[config.mk]
export PLATFORM = sky130hd
export DESIGN_NAME = civil_date_to_unix_seconds_core
export DESIGN_NICKNAME = d
export VERILOG_FILES = /design/src/rtl/cdus_pkg.sv /design/src/rtl/civil_date_to_unix_seconds_core.sv /design/src/rtl/cdus_days.sv /design/src/rtl/cdus_secs.sv
export SDC_FILE = /design/constraint.sdc
export NUM_CORES = 1
export LEC_CHECK = 0
export ABC_CLOCK_PERIOD_IN_PS = 7000
export BUFFER_PORTS_ARGS = -buffer_cell sky130_fd_sc_hd__buf_2
export CELL_PAD_IN_SITES_DETAIL_PLACEMENT = 0
export CELL_PAD_IN_SITES_GLOBAL_PLACEMENT = 1
export CORE_ASPECT_RATIO = 0.9
export CORE_MARGIN = 2
export CORE_UTILIZATION = 50
export DETAILED_ROUTE_END_ITERATION = 10
export PLACE_DENSITY = 0.88
export RECOVER_POWER = 50
export SLEW_MARGIN = 5
export SYNTH_ARGS = -nofsm -noshare
export SYNTH_HDL_FRONTEND = slang
export SYNTH_SLANG_ARGS = --single-unit
[constraint.sdc]
create_clock -name clk -period 7 [get_ports clk]
set_input_delay 0 -clock clk [delete_from_list [all_inputs] [get_ports clk]]
set_output_delay 0 -clock clk [all_outputs]
set_load 0.01 [all_outputs]
[src/rtl/cdus_pkg.sv]
package cdus_pkg;

	localparam int unsigned YEAR_W  = 14;
	localparam int unsigned MONTH_W = 4;
	localparam int unsigned DAY_W   = 5;
	localparam int unsigned HOUR_W  = 5;
	localparam int unsigned MIN_W   = 6;
	localparam int unsigned SEC_W   = 6;
	localparam int unsigned EPOCH_W = 32;

	localparam int unsigned DCNT_W  = 16;   // days since 1970, max 47481
	localparam int unsigned TOD_W   = 17;   // seconds into the day, max 86399
	localparam int unsigned YOFF_W  = 7;    // years since 2000, 0..99

	localparam logic [YEAR_W-1:0]  YEAR_FIRST   = 14'd2000;
	localparam logic [YEAR_W-1:0]  YEAR_LAST    = 14'd2099;
	localparam logic [DCNT_W-1:0]  DAYS_TO_2000 = 16'd10957;
	localparam logic [TOD_W-1:0]   SECS_PER_DAY = 17'd86400;
	localparam logic [11:0]        SECS_PER_HOUR = 12'd3600;
	localparam logic [5:0]         SECS_PER_MIN = 6'd60;

	localparam logic [MONTH_W-1:0] MONTH_JAN = 4'd1;
	localparam logic [MONTH_W-1:0] MONTH_FEB = 4'd2;
	localparam logic [MONTH_W-1:0] MONTH_DEC = 4'd12;

	localparam logic [HOUR_W-1:0]  HOUR_MAX = 5'd23;
	localparam logic [MIN_W-1:0]   MIN_MAX  = 6'd59;
	localparam logic [SEC_W-1:0]   SEC_MAX  = 6'd59;

	// day count and time of day handed from the calendar stage to the seconds stage
	typedef struct packed {
		logic              ok;
		logic [DCNT_W-1:0] days;
		logic [TOD_W-1:0]  tod;
	} cdus_days_t;

	// month length in a common year, month numbered 1..12
	function automatic logic [DAY_W-1:0] month_len(input logic [MONTH_W-1:0] mo);
		logic [DAY_W-1:0] r;
		case (mo)
			4'd1:    r = 5'd31;
			4'd2:    r = 5'd28;
			4'd3:    r = 5'd31;
			4'd4:    r = 5'd30;
			4'd5:    r = 5'd31;
			4'd6:    r = 5'd30;
			4'd7:    r = 5'd31;
			4'd8:    r = 5'd31;
			4'd9:    r = 5'd30;
			4'd10:   r = 5'd31;
			4'd11:   r = 5'd30;
			4'd12:   r = 5'd31;
			default: r = 5'd0;
		endcase
		return r;
	endfunction

	// days in the months before this one, common year
	function automatic logic [8:0] days_before(input logic [MONTH_W-1:0] mo);
		logic [8:0] r;
		case (mo)
			4'd1:    r = 9'd0;
			4'd2:    r = 9'd31;
			4'd3:    r = 9'd59;
			4'd4:    r = 9'd90;
			4'd5:    r = 9'd120;
			4'd6:    r = 9'd151;
			4'd7:    r = 9'd181;
			4'd8:    r = 9'd212;
			4'd9:    r = 9'd243;
			4'd10:   r = 9'd273;
			4'd11:   r = 9'd304;
			4'd12:   r = 9'd334;
			default: r = 9'd0;
		endcase
		return r;
	endfunction

endpackage

[src/rtl/civil_date_to_unix_seconds_core.sv]
// Calendar date and time to Unix epoch seconds.
// Pipeline registers from input transaction to result: input, day-count, result.
// Throughput: one transaction per cycle; each stage advances when the one after it
// is empty or moving, so back-pressure only stalls once all three stages are full.
// Reset (arst_n low, asynchronous) empties the pipeline; payload registers are not reset.
module civil_date_to_unix_seconds_core
	import cdus_pkg::*;
(
	input  logic               clk,
	input  logic               arst_n,
	input  logic               in_valid,
	output logic               in_ready,
	input  logic [YEAR_W-1:0]  year,
	input  logic [MONTH_W-1:0] month,
	input  logic [DAY_W-1:0]   day,
	input  logic [HOUR_W-1:0]  hour,
	input  logic [MIN_W-1:0]   minute,
	input  logic [SEC_W-1:0]   second,
	output logic               out_valid,
	input  logic               out_ready,
	output logic               valid_res,
	output logic [EPOCH_W-1:0] epoch_seconds
);

	logic               v_s1, v_s2, v_s3;
	logic               adv1, adv2, adv3;
	logic [YEAR_W-1:0]  year_s1;
	logic [MONTH_W-1:0] month_s1;
	logic [DAY_W-1:0]   day_s1;
	logic [HOUR_W-1:0]  hour_s1;
	logic [MIN_W-1:0]   minute_s1;
	logic [SEC_W-1:0]   second_s1;
	cdus_days_t         dc_d, dc_s2;
	logic               ok_d;
	logic [EPOCH_W-1:0] epoch_d;
	logic               ok_s3;
	logic [EPOCH_W-1:0] epoch_s3;

	assign adv3     = !v_s3 || out_ready;
	assign adv2     = !v_s2 || adv3;
	assign adv1     = !v_s1 || adv2;
	assign in_ready = adv1;

	always_ff @(posedge clk or negedge arst_n) begin
		if (!arst_n) begin
			v_s1 <= 1'b0;
			v_s2 <= 1'b0;
			v_s3 <= 1'b0;
		end else begin
			if (adv1) v_s1 <= in_valid;
			if (adv2) v_s2 <= v_s1;
			if (adv3) v_s3 <= v_s2;
		end
	end

	always_ff @(posedge clk) begin
		if (adv1 && in_valid) begin
			year_s1   <= year;
			month_s1  <= month;
			day_s1    <= day;
			hour_s1   <= hour;
			minute_s1 <= minute;
			second_s1 <= second;
		end
		if (adv2 && v_s1) dc_s2 <= dc_d;
		if (adv3 && v_s2) begin
			ok_s3    <= ok_d;
			epoch_s3 <= epoch_d;
		end
	end

	cdus_days u_days (
		.year   (year_s1),
		.month  (month_s1),
		.day    (day_s1),
		.hour   (hour_s1),
		.minute (minute_s1),
		.second (second_s1),
		.res    (dc_d)
	);

	cdus_secs u_secs (
		.dc    (dc_s2),
		.ok    (ok_d),
		.epoch (epoch_d)
	);

	assign out_valid     = v_s3;
	assign valid_res     = ok_s3;
	assign epoch_seconds = epoch_s3;

endmodule

[src/rtl/cdus_days.sv]
module cdus_days
	import cdus_pkg::*;
(
	input  logic [YEAR_W-1:0]  year,
	input  logic [MONTH_W-1:0] month,
	input  logic [DAY_W-1:0]   day,
	input  logic [HOUR_W-1:0]  hour,
	input  logic [MIN_W-1:0]   minute,
	input  logic [SEC_W-1:0]   second,
	output cdus_days_t         res
);

	logic              yr_ok, mo_ok, tm_ok, dy_ok, leap;
	logic [DAY_W-1:0]  mlen;
	logic [YEAR_W-1:0] ydiff;
	logic [YOFF_W-1:0] yoff;
	logic [DCNT_W-1:0] ydays, leapdays, mdays;

	always_comb begin
		yr_ok = (year >= YEAR_FIRST) && (year <= YEAR_LAST);
		mo_ok = (month >= MONTH_JAN) && (month <= MONTH_DEC);
		tm_ok = (hour <= HOUR_MAX) && (minute <= MIN_MAX) && (second <= SEC_MAX);
		// every year in range divisible by 4 is a leap year
		leap  = (year[1:0] == 2'b00);
		mlen  = month_len(month) + DAY_W'((month == MONTH_FEB) && leap);
		dy_ok = (day != '0) && (day <= mlen);

		ydiff    = year - YEAR_FIRST;
		yoff     = ydiff[YOFF_W-1:0];
		ydays    = DCNT_W'(yoff) * DCNT_W'(365);
		// leap days in the whole years since 2000, 2000 itself included
		leapdays = DCNT_W'((YOFF_W+1)'(yoff) + (YOFF_W+1)'(3)) >> 2;
		mdays    = DCNT_W'(days_before(month))
		         + DCNT_W'((month > MONTH_FEB) && leap)
		         + DCNT_W'(day) - DCNT_W'(1);

		res.ok   = yr_ok && mo_ok && tm_ok && dy_ok;
		res.days = DAYS_TO_2000 + ydays + leapdays + mdays;
		res.tod  = TOD_W'(hour) * TOD_W'(SECS_PER_HOUR)
		         + TOD_W'(minute) * TOD_W'(SECS_PER_MIN)
		         + TOD_W'(second);
	end

endmodule

[src/rtl/cdus_secs.sv]
module cdus_secs
	import cdus_pkg::*;
(
	input  cdus_days_t         dc,
	output logic               ok,
	output logic [EPOCH_W-1:0] epoch
);

	logic [DCNT_W+TOD_W-1:0] full;

	always_comb begin
		full  = (DCNT_W+TOD_W)'(dc.days) * (DCNT_W+TOD_W)'(SECS_PER_DAY)
		      + (DCNT_W+TOD_W)'(dc.tod);
		ok    = dc.ok;
		epoch = dc.ok ? full[EPOCH_W-1:0] : '0;
	end

endmodule

=== After elaboration in Yosys (flattened, before gate mapping) ===
Memory sizes are Yosys's and may differ from the RTL's. A register that Yosys moved wholly into a read port is not among the register bits.
Index checks and enable logic that the tools add are counted.

* Register bits: 110
* Latch bits: 0
* Memory bits (writable): 0
* Bits in read-only memories: 224
* Input bits: 44
* Output and inout bits: 35
* Memories kept: 2

* Add/subtract/negate cells: 12
* Multipliers: 4
* Div/mod/pow operators: 0
* Magnitude comparators: 9
* Equal/unequal tests: 1
* Shift-type cells: 0
* Mux-type cells: 2
* Bitwise logic cells: 0
* Reductions and logical operators: 21

{| class="wikitable"
|+ Memories
! memory !! words !! width !! rd ports !! clocked after Yosys merged registers in !! wr ports !! RTL line !! RTL
|-
| (name not given) || 16 || 9 || 1 || 1 || 0 || cdus_pkg.sv:61 || <nowiki>case (mo)</nowiki>
|-
| (name not given) || 16 || 5 || 1 || 1 || 0 || cdus_pkg.sv:40 || <nowiki>case (mo)</nowiki>
|}

{| class="wikitable"
|+ Operator list
! kind !! number
|-
| adder 32 x 17 -> 32 bit || 1
|-
| multiplier 16 x 10 -> 25 bit (second input constant) || 1
|-
| adder 17 x 12 -> 17 bit || 1
|-
| adder 17 x 6 -> 17 bit || 1
|-
| adder 14 x 16 -> 16 bit (first input constant) || 1
|-
| adder 16 x 14 -> 16 bit || 1
|-
| adder 16 bit || 1
|-
| adder 16 x 5 -> 16 bit || 1
|-
| multiplier 7 x 9 -> 16 bit (second input constant) || 1
|-
| subtractor 16 x 1 -> 16 bit (second input constant) || 1
|-
| >= comparator 14 x 11 -> 1 bit (second input constant) || 1
|-
| <= comparator 14 x 12 -> 1 bit (second input constant) || 1
|-
| logical AND 1 bit || 13
|-
| multiplier 5 x 8 -> 13 bit (second input constant) || 1
|-
| <= comparator 6 bit (second input constant) || 2
|-
| adder 9 x 1 -> 10 bit || 1
|-
| multiplier 6 x 4 -> 10 bit (second input constant) || 1
|-
| adder 7 x 2 -> 8 bit (second input constant) || 1
|-
| 2-to-1 mux 4 bit || 2
|-
| subtractor 7 bit (second input constant) || 1
|-
| adder 5 x 1 -> 5 bit || 1
|-
| <= comparator 5 bit || 1
|-
| <= comparator 5 bit (second input constant) || 1
|-
| nonzero test 5 bit || 1
|-
| other kinds (7) || 11
|}

=== Logic depth before layout (Yosys ltp) ===
* Depth in word-level cells: 6
* Depth in mapped cells: 26
* Depth with buffers taken out: 26

=== Hierarchy ===
A second synthesis with hierarchy kept.

* Cells, all modules: 1200
* Area total of the unflattened synthesis: 12309.3 µm²

{| class="wikitable"
|+ Modules (own cells, without submodules)
! module !! instances !! cells an instance !! area an instance (µm²) !! seq. area each (µm²)
|-
| cdus_days || 1 || 595 || 5071.1 || 0.0
|-
| cdus_secs || 1 || 486 || 3880.0 || 0.0
|-
| civil_date_to_unix_seconds_core || 1 || 119 || 3358.2 || 3288.2
|}

=== Least setup slack after synthesis ===
No wires, ideal clock.

* Kind: flip-flop to flip-flop
* Start point: reg year_s1[4]
* End point: reg dc_s2[31] (netlist name), data pin
* Arrival: 5962 ps
* Required time: 6734 ps
* Slack: 772 ps
* Stages on the path, launching flop included: 24
* Path buffers: 0
* Clock period less this slack: 6228 ps
* Cells stage by stage: edfxtp_1 inv_1 ha_1 xor2_1 inv_1 ha_1 nand3b_1 fa_1 inv_1 fa_1 fa_1 inv_1 fa_1 fa_1 inv_1 ha_1 o21ai_0 a21boi_0 o21ai_0 a21boi_0 o21ai_0 a21oi_1 o41ai_1 xnor2_1

{| class="wikitable"
|+ RTL lines
! item !! RTL line !! RTL
|-
| start, declared || civil_date_to_unix_seconds_core.sv:27 || <nowiki>logic [YEAR_W-1:0] year_s1;</nowiki>
|-
| start signal, assigned || civil_date_to_unix_seconds_core.sv:58 || <nowiki>year_s1 <= year;</nowiki>
|-
| end signal, assigned || civil_date_to_unix_seconds_core.sv:65 || <nowiki>if (adv2 && v_s1) dc_s2 <= dc_d;</nowiki>
|-
| end, declared || civil_date_to_unix_seconds_core.sv:33 || <nowiki>cdus_days_t dc_d, dc_s2;</nowiki>
|}

==> flow_summary_export.csv <==
group,metric,value,unit
status,status,"complete, but fails checks",
status,failed_checks,"capacitance limit, slew limit",
sta,whs,0.2749,ns
detailed_routing,first_pass_iters,7,
place,dp_hpwl,18010,um
yosys,yosys_warnings,0,
yosys,yosys-top-cells-area,"edfxtp_1, ha_1, fa_1, inv_1, xnor2_1",
global_routing,globalRouteOverflowTotal,0,
sta,setup_tns,0,ns
place,gp_routability_congestion,0.8470,
setup_path,crit_type,"register to register",
die,die-area,25550,um^2
setup_path,critPathCaptureType,"register",
layout,areaGrowthSynthToFinish,14.73,%
yosys,async_reset_ff_share,2.459,%
yosys,synth_seq_cells,122,
place,dp_cells,1527,
layout,antennaDiodeCount,0,
sta,setup_violations,0,
yosys,synth_edf_count,107,
cts,post_cts_resized,0,
cts,cts_buffers,17,
die,rows,54,
die,start_util,50.48,%
place,port_buffers,78,
sta,fmax,154.1,MHz
layout,fin_cells,1604,
yosys,syn_nets,1502,
detailed_routing,wl,22740,um
cts,clk_pin_slew_worst_paths,0.07,ns
cts,cts_tree,"built",
layout,nNetsFinal,1643,
setup_path,arrival,6.65,ns
layout,final_common_cell,"ha_1",
yosys,synthDistinctLibCells,78,
min_path,hold_class,"primary input to register",
detailed_routing,drtIter0Drc,282,
sta,period_minus_slack,6.489,ns
die,ios,79,
layout,final_cell_mix,"ha_1, inv_1, edfxtp_1",
cts,post_cts_buffers,0,
flow_run,cap_violations,2,
detailed_routing,drc,0,
cts,clock-sinks,122,
detailed_routing,vias,8125,
sta,hold_viol,0,
detailed_routing,viasPerCell,5.065,
sta,rsz0062_at_grt,"no",
sta,slew_viol_final,69,
yosys,avgSynthCellArea,10.63,um^2
yosys,netlist_area,12140,um^2
setup_path,critPathRequiredTime,7.16,ns
cts,htreeDepth,4,
cts,root_buffer,"clkbuf_16",
layout,drive_above_1_share,8.333,%
sta,period_share,92.71,%
global_routing,grt_max_degree,35,
yosys,yosysSeqAreaShare,29.06,%
cts,ctsHoldBuffers,45,
cts,cts_buffer_depth,2,
setup_path,critical_path_peak_fanout,10,
die,die_w,168.3,um
global_routing,grt_pass1_wl,38030,um
global_routing,gr-usage-all-layers,18.27,%
cts,clkLatencyLatePin,0.43,ns
yosys,syn_inst,1142,
yosys,synth_ff_type,"edfxtp_1",
die,die_height,151.8,um
global_routing,antenna_found_initial,0,
sta,slew_headroom,-28.16,%
sta,fin_skew,0.01467,ns
layout,n_fill_cell,2021,
yosys,yosysTopAreaCell,"edfxtp_1",
yosys,synth_top_area_share,26.46,%
detailed_routing,wl_per_cell,14.18,um
detailed_routing,ant_nets,0,
global_routing,grt_pass1_vias,8161,
setup_path,setup.worst_path.start_class,"register",
die,core-area,24050,um^2
sta,tightest_slew,1.922,ns
registers in the layout, summed over array words and instances, names as in the netlist, named ones only:
name	count
valid_res	1
second_s1	6
epoch_seconds	32
out_valid	1
hour_s1	5
month_s1	4
day_s1	5
v_s2	1
minute_s1	6
v_s1	1
dc_s2	34
year_s1	14
critical path: stages (launching register included):
cell	delay, ns
edfxtp_1	0.47
inv_1	0.18
ha_1	0.27
xor2_1	0.16
buf_4	0.17
inv_1	0.19
ha_1	0.23
nand3b_1	0.10
fa_1	0.49
inv_1	0.06
fa_1	0.47
fa_1	0.49
inv_1	0.05
fa_1	0.50
fa_1	0.56
inv_1	0.05
ha_1	0.33
o21ai_0	0.13
a21boi_0	0.15
o21ai_0	0.21
a21boi_0	0.14
o21ai_0	0.24
a21oi_1	0.13
o41ai_1	0.32
xnor2_1	0.10
layout make-up:
cell class | count | area [um^2] | share of cell area [%]
multi-input cells | 809 | 7815 | 56.09
repair buffers | 131 | 842.1 | 6.044
well taps | 308 | 385.4 | 2.766
clock inverters | 13 | 170.2 | 1.221
inverters | 202 | 758.2 | 5.442
clock buffers | 19 | 432.9 | 3.107
flip-flops and latches | 122 | 3528 | 25.33
per-layer routing:
layer | vias up | part of all wire, % | GRT usage [%]
met4 | 0 | 1.0 | 4.516
met2 | 102 | 49 | 31.53
li1 | 4222 | - | -
met3 | 17 | 2.9 | 3.308
met5 | - | 0 | 0
met1 | 3784 | 47 | 23.87
kinds of logic (layout without fill, tap and decap cells):
group | count (synthesis) | count (layout) | share of synthesized area, %
AOI/OAI and AO/OA | 188 | 188 | 10.61
xor gates and xnor gates | 86 | 86 | 6.327
adders and majority gates | 316 | 316 | 37.51
buffers and inverters | 211 | 365 | 6.584
DFF | 122 | 122 | 29.06
muxes | 9 | 9 | 0.7625
and+or+nand+nor | 210 | 210 | 9.150
cell usage after synthesis, types with 4 or more instances:
cell type and number:
fa_1 80, o211ai_1 7, a21oi_1 47, a31oi_1 9
ha_1 236, mux2i_1 7, o21bai_1 11, nor2_1 46
nor2b_1 10, a21boi_0 4, o21ai_0 37, edfxtp_1 107
or3_1 4, a211oi_1 9, nand4_1 8, nand3_1 16
xnor2_1 62, inv_1 202, nand2b_1 9, and2_1 18
dfxtp_1 12, o21a_1 7, nor4_1 5, clkbuf_1 8
nor3_1 16, nand2_1 48, a21o_1 20, xor2_1 22
o311ai_0 4, and3_1 6
through the flow:
step                      utilization, %  setup WS, ns  cell area [um^2]
after detailed placement           53.79        0.5525             12940
after floorplan                        -        0.7724             12140
after global routing               57.92       0.03305             13930
final                              57.92        0.5106             13930
after CTS                          58.17        0.5108             13990
after global placement             53.79        0.7298             12940
worst paths after layout:
path,from,to,slack [ns],depth (start not counted)
worst max register to register,year_s1[4],dc_s2[31],0.51,24
worst min register to register,second_s1[0],dc_s2[0],0.43,0
max in group asynchronous,arst_n,out_valid,6.36,3
worst max-delay path,year_s1[4],dc_s2[31],0.51,24
worst min-delay path,minute[5],minute_s1[5],0.27,2
min in group asynchronous,arst_n,v_s1,0.49,3
Power is left out: the tool's default activity adds up to more than one toggle a clock period on the data nets, which glitch-free logic cannot reach.
